File: config.mk
export PLATFORM = sky130hd
export DESIGN_NAME = rms_vector_normalizer_flat
export DESIGN_NICKNAME = d
export VERILOG_FILES = /design/src/rtl/rmsn_pkg.sv /design/src/rtl/rmsn_if.sv /design/src/rtl/rms_vector_normalizer.sv /design/src/rtl/rmsn_regs.sv /design/src/rtl/rmsn_ctrl.sv /design/src/rtl/rmsn_dp.sv /design/src/flat_wrapper.sv
export SDC_FILE = /design/constraint.sdc
export NUM_CORES = 2
export LEC_CHECK = 0
export ABC_AREA = 1
export BUFFER_PORTS_ARGS = -buffer_cell sky130_fd_sc_hd__buf_2
export CAP_MARGIN = 0
export CORE_MARGIN = 2
export CORE_UTILIZATION = 30
export CTS_CLUSTER_DIAMETER = 150
export CTS_CLUSTER_SIZE = 24
export DETAILED_ROUTE_END_ITERATION = 10
export GPL_TIMING_DRIVEN = 0
export MAX_ROUTING_LAYER = met4
export PLACE_DENSITY = 0.55
export REMOVE_ABC_BUFFERS = 1
export SYNTH_ARGS = -nofsm -noshare
export SYNTH_HDL_FRONTEND = slang
export SYNTH_HIERARCHICAL = 1
export SYNTH_SLANG_ARGS = --single-unit
File: constraint.sdc
create_clock -name clk -period 10.95 [get_ports clk]
set_clock_uncertainty 0.1 [all_clocks]
set_input_delay 2.19 -clock clk [delete_from_list [all_inputs] [get_ports clk]]
set_output_delay 2.19 -clock clk [all_outputs]
set_load 0.02 [all_outputs]
File: src/rtl/rmsn_pkg.sv
// rmsn_pkg: shared types, widths and codes for the RMS vector normaliser.
// Used by the channel interfaces and by every RTL module of the block.
`default_nettype none

package rmsn_pkg;

	// field widths
	localparam int SAMPLE_W = 24;
	localparam int GAIN_W   = 16;
	localparam int VALUE_W  = 24;
	localparam int VL_W     = 13;
	localparam int EPS_W    = 32;
	localparam int INV_W    = 32;
	localparam int SUM_W    = 64;

	// configuration port
	localparam int  ADDR_W = 3;
	localparam int  DATA_W = 32;
	localparam logic REG_VL  = 1'b0;
	localparam logic REG_EPS = 1'b1;
	localparam logic [VL_W-1:0]  VL_RESET  = 13'd4096;
	localparam logic [EPS_W-1:0] EPS_RESET = 32'd4295;
	localparam int MAX_LENGTH_DEF = 4096;

	// shared multiplier: 24 x 32 unsigned
	localparam int MUL_A_W = 24;
	localparam int MUL_B_W = 32;
	localparam int PROD_W  = MUL_A_W + MUL_B_W;
	localparam logic [1:0] MUL_SQ = 2'd0;	// sample squared
	localparam logic [1:0] MUL_SG = 2'd1;	// |sample| * |gain|
	localparam logic [1:0] MUL_LO = 2'd2;	// low slice of product * inverse
	localparam logic [1:0] MUL_HI = 2'd3;	// high slice of product * inverse

	// scale pass product: |s|*|g| is 39 bits, split at bit 20
	localparam int SG_W       = SAMPLE_W + GAIN_W - 1;
	localparam int LO_W       = 20;
	localparam int HI_W       = SG_W - LO_W;
	localparam int SQ_W       = 2 * SAMPLE_W - 1;
	localparam int ACC_W      = 72;
	localparam int FRAC_SHIFT = 28;
	localparam int MAG_W      = ACC_W - FRAC_SHIFT;
	localparam logic [ACC_W-1:0] ROUND_HALF = ACC_W'(1) << (FRAC_SHIFT - 1);
	localparam logic [VALUE_W-1:0] VALUE_POS_MAX = {1'b0, {(VALUE_W-1){1'b1}}};
	localparam logic [VALUE_W-1:0] VALUE_NEG_MAG = {1'b1, {(VALUE_W-1){1'b0}}};

	// iterative units
	localparam int DIV_W      = SUM_W + 1;
	localparam int DIV_STEPS  = DIV_W;
	localparam int SQRT_STEPS = INV_W;
	localparam int SQ_REM_W   = INV_W + 2;
	localparam int ITER_W     = $clog2(DIV_STEPS);

	typedef struct packed {
		logic                       op;
		logic signed [SAMPLE_W-1:0] sample;
		logic signed [GAIN_W-1:0]   gain;
	} in_item_t;

	typedef struct packed {
		logic signed [VALUE_W-1:0] value;
		logic                      saturated;
		logic                      last;
	} out_item_t;

	typedef struct packed {
		logic [VL_W-1:0]  vector_length;
		logic [EPS_W-1:0] epsilon;
	} cfg_t;

	typedef struct packed {
		logic       capture;
		logic       mul_en;
		logic [1:0] mul_sel;
		logic       hold_hi;
		logic       acc_sq;
		logic       ld_mean;
		logic       div_step;
		logic       ld_ms;
		logic       inv_sat;
		logic       sqrt_init;
		logic       sqrt_step;
		logic       acc_init;
		logic       acc_add;
		logic       out_load;
	} ctrl_cmd_t;

	typedef struct packed {
		logic sum_hit;
		logic ms_small;
		logic out_free;
	} ctrl_sts_t;

endpackage

`default_nettype wire

File: src/rtl/rmsn_if.sv
// rmsn_if: valid/ready channel interfaces for input items and results.
// Depends on rmsn_pkg for the payload structs.
`default_nettype none

interface rmsn_item_if;
	import rmsn_pkg::*;
	logic     valid;
	logic     ready;
	in_item_t data;
	modport source (output valid, output data, input ready);
	modport sink (input valid, input data, output ready);
endinterface

interface rmsn_result_if;
	import rmsn_pkg::*;
	logic      valid;
	logic      ready;
	out_item_t data;
	modport source (output valid, output data, input ready);
	modport sink (input valid, input data, output ready);
endinterface

`default_nettype wire

File: src/rtl/rms_vector_normalizer.sv
// rms_vector_normalizer: RMS normalisation of a vector in two passes.
// Items enter on the item channel (op, sample, gain); results leave on the
// result channel (value, saturated, last). Both are valid/ready: a transfer
// happens on a rising edge with valid and ready high.
// An op 0 item squares the sample into a saturating 64-bit sum and gives
// no result; the block is ready again after its square and accumulate
// steps. The item that completes vector_length samples also forms the
// inverse root: a 65-step mean divide, a 65-step reciprocal divide and a
// 32-step square root on the shared iterative datapath; the inverse
// saturates instead when the mean square plus epsilon is 0 or 1.
// An op 1 item takes four steps on the single 24 x 32 multiplier and
// adder, then the result is written to the output register, after which
// the block takes the next item. A stalled receiver holds the result
// there; the next op 1 item then waits for the register to empty and
// holds back later items; op 0 items and the inverse root before it go on.
// Reset clears the sum, counters, inverse scale (so results read 0 until a
// first accumulate pass) and sets vector_length 4096, epsilon 4295.
// Depends on rmsn_pkg, rmsn_if, rmsn_regs, rmsn_ctrl and rmsn_dp.
`default_nettype none

module rms_vector_normalizer #(
	parameter int MAX_LENGTH = rmsn_pkg::MAX_LENGTH_DEF
) (
	input  wire logic                        clk,
	input  wire logic                        arst_n,
	input  wire logic                        psel,
	input  wire logic                        penable,
	input  wire logic                        pwrite,
	input  wire logic [rmsn_pkg::ADDR_W-1:0] paddr,
	input  wire logic [rmsn_pkg::DATA_W-1:0] pwdata,
	output logic      [rmsn_pkg::DATA_W-1:0] prdata,
	output logic                             pready,
	rmsn_item_if.sink                        item,
	rmsn_result_if.source                    result
);
	import rmsn_pkg::*;

	cfg_t      cfg;
	ctrl_cmd_t cmd;
	ctrl_sts_t sts;
	logic      item_ready;

	// configuration registers
	rmsn_regs u_regs (
		.clk     (clk),
		.arst_n  (arst_n),
		.psel    (psel),
		.penable (penable),
		.pwrite  (pwrite),
		.paddr   (paddr),
		.pwdata  (pwdata),
		.prdata  (prdata),
		.pready  (pready),
		.cfg     (cfg)
	);

	// sequencer
	rmsn_ctrl u_ctrl (
		.clk        (clk),
		.arst_n     (arst_n),
		.item_valid (item.valid),
		.item_op    (item.data.op),
		.item_ready (item_ready),
		.sts        (sts),
		.cmd        (cmd)
	);

	assign item.ready = item_ready;

	// arithmetic and output register
	rmsn_dp #(
		.MAX_LENGTH (MAX_LENGTH)
	) u_dp (
		.clk       (clk),
		.arst_n    (arst_n),
		.cfg       (cfg),
		.item_data (item.data),
		.cmd       (cmd),
		.sts       (sts),
		.out_ready (result.ready),
		.out_valid (result.valid),
		.out_data  (result.data)
	);

endmodule

`default_nettype wire

File: src/rtl/rmsn_regs.sv
// rmsn_regs: APB-style configuration registers (vector_length, epsilon).
// Depends on rmsn_pkg.
`default_nettype none

module rmsn_regs (
	input  wire logic                       clk,
	input  wire logic                       arst_n,
	input  wire logic                       psel,
	input  wire logic                       penable,
	input  wire logic                       pwrite,
	input  wire logic [rmsn_pkg::ADDR_W-1:0] paddr,
	input  wire logic [rmsn_pkg::DATA_W-1:0] pwdata,
	output logic      [rmsn_pkg::DATA_W-1:0] prdata,
	output logic                            pready,
	output rmsn_pkg::cfg_t                  cfg
);
	import rmsn_pkg::*;

	logic [VL_W-1:0]  vl_q;
	logic [EPS_W-1:0] eps_q;
	logic             wr_en;

	assign pready = 1'b1;
	assign wr_en  = psel && penable && pwrite && pready;

	// register writes, decoded on the word index bit
	always_ff @(posedge clk or negedge arst_n) begin
		if (!arst_n) begin
			vl_q  <= VL_RESET;
			eps_q <= EPS_RESET;
		end else if (wr_en) begin
			case (paddr[ADDR_W-1])
				REG_VL:  vl_q  <= pwdata[VL_W-1:0];
				REG_EPS: eps_q <= pwdata[EPS_W-1:0];
				default: ;
			endcase
		end
	end

	// read back
	always_comb begin
		case (paddr[ADDR_W-1])
			REG_VL:  prdata = DATA_W'(vl_q);
			REG_EPS: prdata = DATA_W'(eps_q);
			default: prdata = '0;
		endcase
	end

	assign cfg.vector_length = vl_q;
	assign cfg.epsilon       = eps_q;

endmodule

`default_nettype wire

File: src/rtl/rmsn_ctrl.sv
// rmsn_ctrl: sequencer for the accumulate, inverse-root and scale passes.
// Drives rmsn_dp through ctrl_cmd_t and reads ctrl_sts_t; depends on rmsn_pkg.
`default_nettype none

module rmsn_ctrl (
	input  wire logic           clk,
	input  wire logic           arst_n,
	input  wire logic           item_valid,
	input  wire logic           item_op,
	output logic                item_ready,
	input  rmsn_pkg::ctrl_sts_t sts,
	output rmsn_pkg::ctrl_cmd_t cmd
);
	import rmsn_pkg::*;

	localparam logic [3:0] ST_IDLE  = 4'd0;
	localparam logic [3:0] ST_SQR   = 4'd1;
	localparam logic [3:0] ST_ACC   = 4'd2;
	localparam logic [3:0] ST_LDM   = 4'd3;
	localparam logic [3:0] ST_DIVM  = 4'd4;
	localparam logic [3:0] ST_MSADD = 4'd5;
	localparam logic [3:0] ST_MSCHK = 4'd6;
	localparam logic [3:0] ST_DIVR  = 4'd7;
	localparam logic [3:0] ST_SQI   = 4'd8;
	localparam logic [3:0] ST_SQRT  = 4'd9;
	localparam logic [3:0] ST_SG    = 4'd10;
	localparam logic [3:0] ST_PLO   = 4'd11;
	localparam logic [3:0] ST_PHI   = 4'd12;
	localparam logic [3:0] ST_SUM   = 4'd13;
	localparam logic [3:0] ST_OUT   = 4'd14;

	logic [3:0]        state_q, state_d;
	logic [ITER_W-1:0] iter_q, iter_d;

	assign item_ready = (state_q == ST_IDLE);

	// next state and commands
	always_comb begin
		state_d = state_q;
		iter_d  = iter_q;
		cmd     = '0;
		case (state_q)
			ST_IDLE: begin
				if (item_valid) begin
					cmd.capture = 1'b1;
					state_d     = item_op ? ST_SG : ST_SQR;
				end
			end
			ST_SQR: begin
				cmd.mul_en  = 1'b1;
				cmd.mul_sel = MUL_SQ;
				state_d     = ST_ACC;
			end
			ST_ACC: begin
				cmd.acc_sq = 1'b1;
				state_d    = sts.sum_hit ? ST_LDM : ST_IDLE;
			end
			ST_LDM: begin
				cmd.ld_mean = 1'b1;
				iter_d      = ITER_W'(DIV_STEPS - 1);
				state_d     = ST_DIVM;
			end
			ST_DIVM: begin
				cmd.div_step = 1'b1;
				iter_d       = iter_q - 1'b1;
				if (iter_q == '0) begin
					state_d = ST_MSADD;
				end
			end
			ST_MSADD: begin
				cmd.ld_ms = 1'b1;
				state_d   = ST_MSCHK;
			end
			ST_MSCHK: begin
				// mean square of 0 or 1 gives an unrepresentable inverse
				if (sts.ms_small) begin
					cmd.inv_sat = 1'b1;
					state_d     = ST_IDLE;
				end else begin
					iter_d  = ITER_W'(DIV_STEPS - 1);
					state_d = ST_DIVR;
				end
			end
			ST_DIVR: begin
				cmd.div_step = 1'b1;
				iter_d       = iter_q - 1'b1;
				if (iter_q == '0) begin
					state_d = ST_SQI;
				end
			end
			ST_SQI: begin
				cmd.sqrt_init = 1'b1;
				iter_d        = ITER_W'(SQRT_STEPS - 1);
				state_d       = ST_SQRT;
			end
			ST_SQRT: begin
				cmd.sqrt_step = 1'b1;
				iter_d        = iter_q - 1'b1;
				if (iter_q == '0) begin
					state_d = ST_IDLE;
				end
			end
			ST_SG: begin
				cmd.mul_en  = 1'b1;
				cmd.mul_sel = MUL_SG;
				state_d     = ST_PLO;
			end
			ST_PLO: begin
				cmd.mul_en  = 1'b1;
				cmd.mul_sel = MUL_LO;
				cmd.hold_hi = 1'b1;
				state_d     = ST_PHI;
			end
			ST_PHI: begin
				cmd.mul_en   = 1'b1;
				cmd.mul_sel  = MUL_HI;
				cmd.acc_init = 1'b1;
				state_d      = ST_SUM;
			end
			ST_SUM: begin
				cmd.acc_add = 1'b1;
				state_d     = ST_OUT;
			end
			ST_OUT: begin
				// hold until the output register can take the result
				if (sts.out_free) begin
					cmd.out_load = 1'b1;
					state_d      = ST_IDLE;
				end
			end
			default: state_d = ST_IDLE;
		endcase
	end

	always_ff @(posedge clk or negedge arst_n) begin
		if (!arst_n) begin
			state_q <= ST_IDLE;
			iter_q  <= '0;
		end else begin
			state_q <= state_d;
			iter_q  <= iter_d;
		end
	end

	a_load_when_free: assert property (@(posedge clk) disable iff (!arst_n)
		cmd.out_load |-> sts.out_free)
		else $error("result loaded while output register still occupied");

	a_busy_after_accept: assert property (@(posedge clk) disable iff (!arst_n)
		(item_valid && item_ready) |=> !item_ready)
		else $error("ready held high after an input transfer");

	a_end_starts_divide: assert property (@(posedge clk) disable iff (!arst_n)
		(state_q == ST_ACC && sts.sum_hit) |=> cmd.ld_mean)
		else $error("completed accumulate pass did not start the mean divide");

endmodule

`default_nettype wire

File: src/rtl/rmsn_dp.sv
// rmsn_dp: datapath with shared multiplier, square sum, restoring divider,
// bit-serial square root, pass counters and output register. Depends on rmsn_pkg.
`default_nettype none

module rmsn_dp #(
	parameter int MAX_LENGTH = rmsn_pkg::MAX_LENGTH_DEF
) (
	input  wire logic            clk,
	input  wire logic            arst_n,
	input  rmsn_pkg::cfg_t       cfg,
	input  rmsn_pkg::in_item_t   item_data,
	input  rmsn_pkg::ctrl_cmd_t  cmd,
	output rmsn_pkg::ctrl_sts_t  sts,
	input  wire logic            out_ready,
	output logic                 out_valid,
	output rmsn_pkg::out_item_t  out_data
);
	import rmsn_pkg::*;

	localparam int CNT_W = $clog2(MAX_LENGTH + 1);
	localparam int CW1   = CNT_W + 1;

	// captured operands
	logic [SAMPLE_W-1:0] smag_q;
	logic [GAIN_W-1:0]   gmag_q;
	logic                neg_q;
	logic [SAMPLE_W-1:0] s_raw;
	logic [GAIN_W-1:0]   g_raw;

	// multiplier
	logic [MUL_A_W-1:0] mul_a;
	logic [MUL_B_W-1:0] mul_b;
	logic [PROD_W-1:0]  prod_q;
	logic [HI_W-1:0]    sghi_q;

	// accumulate pass
	logic [SUM_W-1:0] sum_q;
	logic [SUM_W:0]   sum_add;
	logic [CNT_W-1:0] sum_cnt_q, scale_cnt_q, len_n;
	logic [CW1-1:0]   sum_inc, scale_inc;

	// divider and root
	logic [DIV_W-1:0]    num_q;
	logic [SUM_W-1:0]    den_q, rem_q;
	logic [DIV_W-1:0]    dv_r, dv_sub;
	logic                dv_ge;
	logic [SUM_W:0]      ms_add;
	logic [SQ_REM_W+1:0] sq_r, sq_t, sq_sub;
	logic                sq_ge;
	logic [INV_W-1:0]    inv_q;
	logic                clip_q;

	// scale result
	logic [ACC_W-1:0]   acc_q;
	logic [MAG_W-1:0]   mag;
	logic [VALUE_W-1:0] val;
	logic               val_clip;
	logic               out_valid_q;
	out_item_t          out_q;

	// effective length: zero acts as one, clamp to the maximum
	always_comb begin
		if (cfg.vector_length == '0) begin
			len_n = CNT_W'(1);
		end else if (32'(cfg.vector_length) > 32'(MAX_LENGTH)) begin
			len_n = CNT_W'(MAX_LENGTH);
		end else begin
			len_n = CNT_W'(cfg.vector_length);
		end
	end

	assign sum_inc   = CW1'(sum_cnt_q) + CW1'(1);
	assign scale_inc = CW1'(scale_cnt_q) + CW1'(1);

	// input magnitudes and sign of the product
	assign s_raw = item_data.sample;
	assign g_raw = item_data.gain;

	always_ff @(posedge clk) begin
		if (cmd.capture) begin
			smag_q <= s_raw[SAMPLE_W-1] ? SAMPLE_W'(0) - s_raw : s_raw;
			gmag_q <= g_raw[GAIN_W-1] ? GAIN_W'(0) - g_raw : g_raw;
			neg_q  <= s_raw[SAMPLE_W-1] ^ g_raw[GAIN_W-1];
		end
	end

	// operand select for the shared multiplier
	always_comb begin
		case (cmd.mul_sel)
			MUL_SQ: begin
				mul_a = smag_q;
				mul_b = MUL_B_W'(smag_q);
			end
			MUL_SG: begin
				mul_a = smag_q;
				mul_b = MUL_B_W'(gmag_q);
			end
			MUL_LO: begin
				mul_a = MUL_A_W'(prod_q[LO_W-1:0]);
				mul_b = inv_q;
			end
			MUL_HI: begin
				mul_a = MUL_A_W'(sghi_q);
				mul_b = inv_q;
			end
			default: begin
				mul_a = smag_q;
				mul_b = inv_q;
			end
		endcase
	end

	always_ff @(posedge clk) begin
		if (cmd.mul_en) begin
			prod_q <= PROD_W'(mul_a) * PROD_W'(mul_b);
		end
		if (cmd.hold_hi) begin
			sghi_q <= prod_q[SG_W-1:LO_W];
		end
	end

	// saturating square sum and pass counters
	assign sum_add = {1'b0, sum_q} + (SUM_W+1)'(prod_q[SQ_W-1:0]);

	always_ff @(posedge clk or negedge arst_n) begin
		if (!arst_n) begin
			sum_q       <= '0;
			sum_cnt_q   <= '0;
			scale_cnt_q <= '0;
		end else begin
			if (cmd.acc_sq) begin
				sum_q     <= sum_add[SUM_W] ? '1 : sum_add[SUM_W-1:0];
				sum_cnt_q <= sum_inc[CNT_W-1:0];
			end else if (cmd.ld_mean) begin
				sum_q     <= '0;
				sum_cnt_q <= '0;
			end
			if (cmd.out_load) begin
				scale_cnt_q <= (scale_inc >= CW1'(len_n)) ? '0 : scale_inc[CNT_W-1:0];
			end
		end
	end

	// restoring divide step: one quotient bit per cycle
	assign dv_r   = {rem_q, num_q[DIV_W-1]};
	assign dv_ge  = dv_r >= {1'b0, den_q};
	assign dv_sub = dv_r - {1'b0, den_q};

	// mean square plus epsilon, saturating
	assign ms_add = {1'b0, num_q[SUM_W-1:0]} + (SUM_W+1)'(cfg.epsilon);

	// restoring square root step: two radicand bits, one root bit per cycle
	assign sq_r   = {rem_q[SQ_REM_W-1:0], num_q[SUM_W-1:SUM_W-2]};
	assign sq_t   = {2'b00, inv_q, 2'b01};
	assign sq_ge  = sq_r >= sq_t;
	assign sq_sub = sq_r - sq_t;

	always_ff @(posedge clk) begin
		if (cmd.ld_mean) begin
			num_q <= {1'b0, sum_q};
			den_q <= SUM_W'(len_n);
			rem_q <= '0;
		end else if (cmd.ld_ms) begin
			// next divide forms 2^64 / ms
			num_q <= {1'b1, {SUM_W{1'b0}}};
			den_q <= ms_add[SUM_W] ? '1 : ms_add[SUM_W-1:0];
			rem_q <= '0;
		end else if (cmd.div_step) begin
			num_q <= {num_q[DIV_W-2:0], dv_ge};
			rem_q <= dv_ge ? dv_sub[SUM_W-1:0] : dv_r[SUM_W-1:0];
		end else if (cmd.sqrt_init) begin
			rem_q <= '0;
		end else if (cmd.sqrt_step) begin
			num_q <= {num_q[DIV_W-3:0], 2'b00};
			rem_q <= SUM_W'(sq_ge ? sq_sub : sq_r);
		end
	end

	// inverse scale and its clip flag
	always_ff @(posedge clk or negedge arst_n) begin
		if (!arst_n) begin
			inv_q  <= '0;
			clip_q <= 1'b0;
		end else if (cmd.inv_sat) begin
			inv_q  <= '1;
			clip_q <= 1'b1;
		end else if (cmd.sqrt_init) begin
			inv_q  <= '0;
			clip_q <= 1'b0;
		end else if (cmd.sqrt_step) begin
			inv_q <= {inv_q[INV_W-2:0], sq_ge};
		end
	end

	// scale product: low partial plus half an LSB, then high partial
	always_ff @(posedge clk) begin
		if (cmd.acc_init) begin
			acc_q <= ACC_W'(prod_q) + ROUND_HALF;
		end else if (cmd.acc_add) begin
			acc_q <= acc_q + (ACC_W'(prod_q) << LO_W);
		end
	end

	// round, saturate and apply sign
	assign mag = acc_q[ACC_W-1:FRAC_SHIFT];

	always_comb begin
		if (neg_q) begin
			val_clip = mag > MAG_W'(VALUE_NEG_MAG);
			val      = VALUE_W'(0) - (val_clip ? VALUE_NEG_MAG : mag[VALUE_W-1:0]);
		end else begin
			val_clip = mag > MAG_W'(VALUE_POS_MAX);
			val      = val_clip ? VALUE_POS_MAX : mag[VALUE_W-1:0];
		end
	end

	// output register
	always_ff @(posedge clk or negedge arst_n) begin
		if (!arst_n) begin
			out_valid_q <= 1'b0;
		end else if (cmd.out_load) begin
			out_valid_q <= 1'b1;
		end else if (out_ready) begin
			out_valid_q <= 1'b0;
		end
	end

	always_ff @(posedge clk) begin
		if (cmd.out_load) begin
			out_q.value     <= val;
			out_q.saturated <= val_clip || clip_q;
			out_q.last      <= scale_inc >= CW1'(len_n);
		end
	end

	assign out_valid    = out_valid_q;
	assign out_data     = out_q;
	assign sts.sum_hit  = sum_inc >= CW1'(len_n);
	assign sts.ms_small = (den_q[SUM_W-1:1] == '0);
	assign sts.out_free = !out_valid_q || out_ready;

	a_div_nonzero: assert property (@(posedge clk) disable iff (!arst_n)
		cmd.div_step |-> (den_q != '0))
		else $error("divide step with a zero divisor");

endmodule

`default_nettype wire

File: src/flat_wrapper.sv
// flat-port wrapper written by rule: the top's interface ports become plain ports
module rms_vector_normalizer_flat import rmsn_pkg::*;
#(
	parameter int MAX_LENGTH = rmsn_pkg::MAX_LENGTH_DEF
)
  (clk, arst_n, psel, penable, pwrite, paddr, pwdata, prdata, pready, item_valid, item_data, item_ready, result_valid, result_data, result_ready);
  rmsn_item_if item_i ();
  rmsn_result_if result_i ();
  input  wire logic clk;
  input  wire logic arst_n;
  input  wire logic psel;
  input  wire logic penable;
  input  wire logic pwrite;
  input  wire logic [rmsn_pkg::ADDR_W-1:0] paddr;
  input  wire logic [rmsn_pkg::DATA_W-1:0] pwdata;
  output logic      [rmsn_pkg::DATA_W-1:0] prdata;
  output logic pready;
  input wire logic [$bits(item_i.valid)-1:0] item_valid;
  input wire logic [$bits(item_i.data)-1:0] item_data;
  output wire logic [$bits(item_i.ready)-1:0] item_ready;
  output wire logic [$bits(result_i.valid)-1:0] result_valid;
  output wire logic [$bits(result_i.data)-1:0] result_data;
  input wire logic [$bits(result_i.ready)-1:0] result_ready;
  assign item_i.valid = item_valid;
  assign item_i.data = item_data;
  assign item_ready = item_i.ready;
  assign result_valid = result_i.valid;
  assign result_data = result_i.data;
  assign result_i.ready = result_ready;
  rms_vector_normalizer #(.MAX_LENGTH(MAX_LENGTH)) u_core (.clk(clk), .arst_n(arst_n), .psel(psel), .penable(penable), .pwrite(pwrite), .paddr(paddr), .pwdata(pwdata), .prdata(prdata), .pready(pready), .item(item_i), .result(result_i));
endmodule
==> qor.log <==
qor: global_route.largest_net_degree_at_the_start_of_global_routing 132
qor: floorplan.die-width 495 microns
qor: timing.clock.fmax 0.0938 GHz
qor: run_status.violated_checks capacitance limit, slew limit
qor: synth.synth_top_cells_by_area sky130_fd_sc_hd__fa_1, sky130_fd_sc_hd__nand2_1, sky130_fd_sc_hd__edfxtp_1
qor: synth.post-synth-top-area-fraction 18.3%
qor: timing.setup-tns-final 0 ns
qor: global_route.number_of_global_route_vias_before_repair 65700
qor: cts.cts_htree_levels 1
qor: synth.main_combinational_cell_family_by_area_after_synthesis simple AND/OR/NAND/NOR gates
qor: cts.root_buffer sky130_fd_sc_hd__clkbuf_16
qor: critical_path.critical_path_arrival 11.09 ns
qor: synth.post_synth_mux_area_share 0%
qor: placed_design.buffer_ports.inserted 140
qor: drt.drt_pass1_iterations 6
qor: placed_design.detailed_place_hpwl 227000 microns
qor: critical_path.timing.critical_path.slowest_cell_delay 0.85 ns
qor: synth.synth_fa_ha_area_share 26.0%
qor: drt.num_vias 67600
qor: cts.cts.hold.buffers_added 0
qor: synth.synth_edf_count 271
qor: floorplan.floorplan.initialDensity 30.1%
qor: hold_path.min_path_type reg -> reg
qor: timing.max_slew_margin -4.97%
qor: drt.drt.antenna.violating_nets 0
qor: global_route.wire_length_of_the_first_global_routing_pass 419000 microns
qor: timing.post-route-min-period 10.66 ns
qor: cts.cts_made_buffers 29
qor: critical_path.cpMostUsedCell sky130_fd_sc_hd__inv_1
qor: critical_path.worst-path-max-fanout 41
qor: critical_path.setup.worst_path.class reg -> reg
qor: synth.yosysSeqAreaShare 20.7%
qor: floorplan.design.die.area 245000 sq um
qor: drt.route.detailed.wl_per_inst 20.6 microns
qor: critical_path.critical_path.endpoint_type flip-flop
qor: cts.tritoncts built
qor: synth.synth_xor_area_share 3.23%
qor: synth.synthCells 10300
qor: synth.post-synth-top-area-cell sky130_fd_sc_hd__fa_1
qor: timing.unrepaired_setup_endpoints_after_global_routing yes
qor: drt.routed_wl 279000 microns
qor: timing.finalCritPeriodShare 97.4%
qor: synth.ys.flop_type sky130_fd_sc_hd__edfxtp_1
qor: cts.worstSkewPairLatency 0.71 ns
qor: global_route.global_route.usage.total 23.1%
qor: cells_and_area.layout.cells.most_common sky130_fd_sc_hd__nand2_1
qor: critical_path.worst_setup_path_start_kind flip-flop
qor: drt.vias_per_cell 4.99
qor: cts.clk_pin_slew_worst_paths 0.12 ns
qor: timing.worst-slew-pin-transition 1.57 ns
qor: timing.final-hold-violation-count 0
qor: synth.synth.lib_cells_used.distinct 69
qor: synth.compound_gate_fraction_of_synth_area 10.7%
qor: global_route.globalRoute.totalOverflow 0
qor: critical_path.slowest_stage sky130_fd_sc_hd__o21ai_2
qor: floorplan.placeable_core_region 240000 sq um
qor: floorplan.die_y 495 microns
qor: synth.area_fraction_in_and_or_nand_and_nor_cells_after_synthesis 27.4%
qor: global_route.grt_antenna_before_repair 2
qor: critical_path.crit_path_start u_core/u_ctrl/state_q[2]$_DFFE_PN0P_
qor: critical_path.worstReg2RegStart u_core/u_ctrl/state_q[2]$_DFFE_PN0P_
qor: cells_and_area.nNetsFinal 11500
qor: synth.postSynthAreaPerCell 7.00 sq um
qor: cts.cts_num_sinks 567
qor: run.max_cap_violations 1
qor: cells_and_area.drive_gt1_share 4.96%
qor: critical_path.timing.critical_path.required 11.38 ns
qor: drt.remaining_drc_errors 0
qor: synth.synth-seq-cells 567
qor: timing.setup_viol 0
qor: synth.async_flop_share 31.7%
qor: run_status.outcome finished, violations left
qor: placed_design.routabilityCongestion 1.00
qor: floorplan.row_count 180
qor: hold_path.hp-start u_core/u_dp/rem_q[44]$_SDFFE_PP0P_
qor: cells_and_area.most_used_cells_in_the_layout_excluding_fill_and_tap_cells sky130_fd_sc_hd__nand2_1, sky130_fd_sc_hd__inv_1, sky130_fd_sc_hd__nor2_1
qor: drt.drt_first_iter_violations 6112
qor: cells_and_area.area_growth 8.40%
qor: timing.slew_violations 9
qor: floorplan.io-pin-count 144
qor: cts.clock_path_buffers 3
qor: synth.ys.warnings.count 6
qor: synth.syn-cell-area 72400 sq um
timing repair:
| item | in CTS | in global routing |
|---|---|---|
| setup endpoints to repair | 34 | 31 |
| cloned | 8 | 3 |
| pin swaps | 1 | 3 |
| setup buffers | 10 | 30 |
| resized for setup | 46 | 35 |
sequential cells by signal (all words and copies together) (netlist names), 26 cells and up:
| register | count |
|---|---|
| u_core/u_dp/inv_q | 32 |
| u_core/u_dp/acc_q | 52 |
| u_core/u_dp/num_q | 65 |
| u_core/u_dp/rem_q | 64 |
| u_core/u_regs/eps_q | 32 |
| u_core/u_dp/den_q | 64 |
| u_core/u_dp/sum_q | 64 |
| u_core/u_dp/prod_q | 56 |
| u_core/u_dp/out_data | 26 |
layout make-up:
class,count,area [sq um]
timing repair buffer,219,1830
multi-input combinational,7594,49400
tap,3185,3990
clock buffer,45,807
fill,26300,162000
timing repair inverter,9,60.1
inverter,1924,7290
antenna,10,25.0
clock inverter,8,111
sequential,567,15000
path summary, 6_finish.rpt:
path                       cells past startpoint  slack, ns                                      to
setup / recovery                              35       0.29        u_core/u_dp/prod_q[52]$_DFFE_PP_
hold / removal                                 2       0.39      u_core/u_dp/rem_q[44]$_SDFFE_PP0P_
setup reg to reg                              35       0.29        u_core/u_dp/prod_q[52]$_DFFE_PP_
min in group asynchronous                      1       1.30  u_core/u_dp/scale_cnt_q[3]$_DFFE_PN0P_
max in group asynchronous                      3       8.28       u_core/u_dp/inv_q[11]$_DFFE_PN0P_
hold reg to reg                                2       0.39      u_core/u_dp/rem_q[44]$_SDFFE_PP0P_
synth_stat cells, drive strengths merged, types with 8 or more instances:
| library cell | number |
|---|---|
| nand3b | 61 |
| a21o | 17 |
| o21bai | 57 |
| o41ai | 10 |
| edfxtp | 271 |
| o21ai | 574 |
| clkinv | 23 |
| a22oi | 13 |
| o221ai | 34 |
| inv | 1901 |
| nand3 | 532 |
| dfrtp | 173 |
| nor2 | 1331 |
| nor4 | 62 |
| nand2 | 2548 |
| nor3 | 119 |
| dfxtp | 116 |
| xor2 | 168 |
| a21oi | 523 |
| nand4 | 94 |
| clkbuf | 165 |
| buf | 116 |
| o21a | 29 |
| or2 | 38 |
| a21boi | 18 |
| fa | 662 |
| xnor2 | 99 |
| o22ai | 59 |
| a31oi | 26 |
| o31ai | 8 |
| ha | 445 |
metrics by stage:
stage | hold WS [ns] | cell area, sq um | instances | setup slack (ns) | utilization (%)
floorplan | 0.342 | 71100 | 10100 | 0.507 | -
global placement | 0.360 | 75800 | 13400 | -5.48 | 31.5
detailed placement | 0.367 | 76700 | 13400 | -1.37 | 31.9
CTS | 0.384 | 77900 | 13500 | 0.0109 | 32.4
global route | 0.410 | 78400 | 13600 | -0.000970 | 32.6
finish | 0.390 | 78500 | 13600 | 0.285 | 32.6
layer usage:
metal / GRT usage, % / up-vias / routed length, microns
li1: - / 32400 / -
met2: 36.4 / 2220 / 128000
met3: 2.39 / 369 / 16200
met5: - / - / 0
met4: 7.96 / 0 / 11700
met1: 30.7 / 32600 / 123000
kinds of logic (layout without fill, tap and decap cells):
family          after synthesis  after routing
simple gates               4796           4798
buf+inv                    2205           2205
compound gates             1389           1389
fa+ha+maj                  1107           1107
flops                       567            567
xor+xnor                    267            267
other cells                   3             43
critical path, delay by kind of cell (launching register included):
family                     cells  cell delay [ns]
AOI/OAI and AO/OA              1             0.85
xor gates and xnor gates       1             0.24
adders and majority gates      8             3.85
buffers and inverters         12             2.09
DFF                            1             0.49
and+or+nand+nor               13             2.78
Power is left out: the tool's default activity adds up to more than one toggle a clock period on the data nets, which glitch-free logic cannot reach.
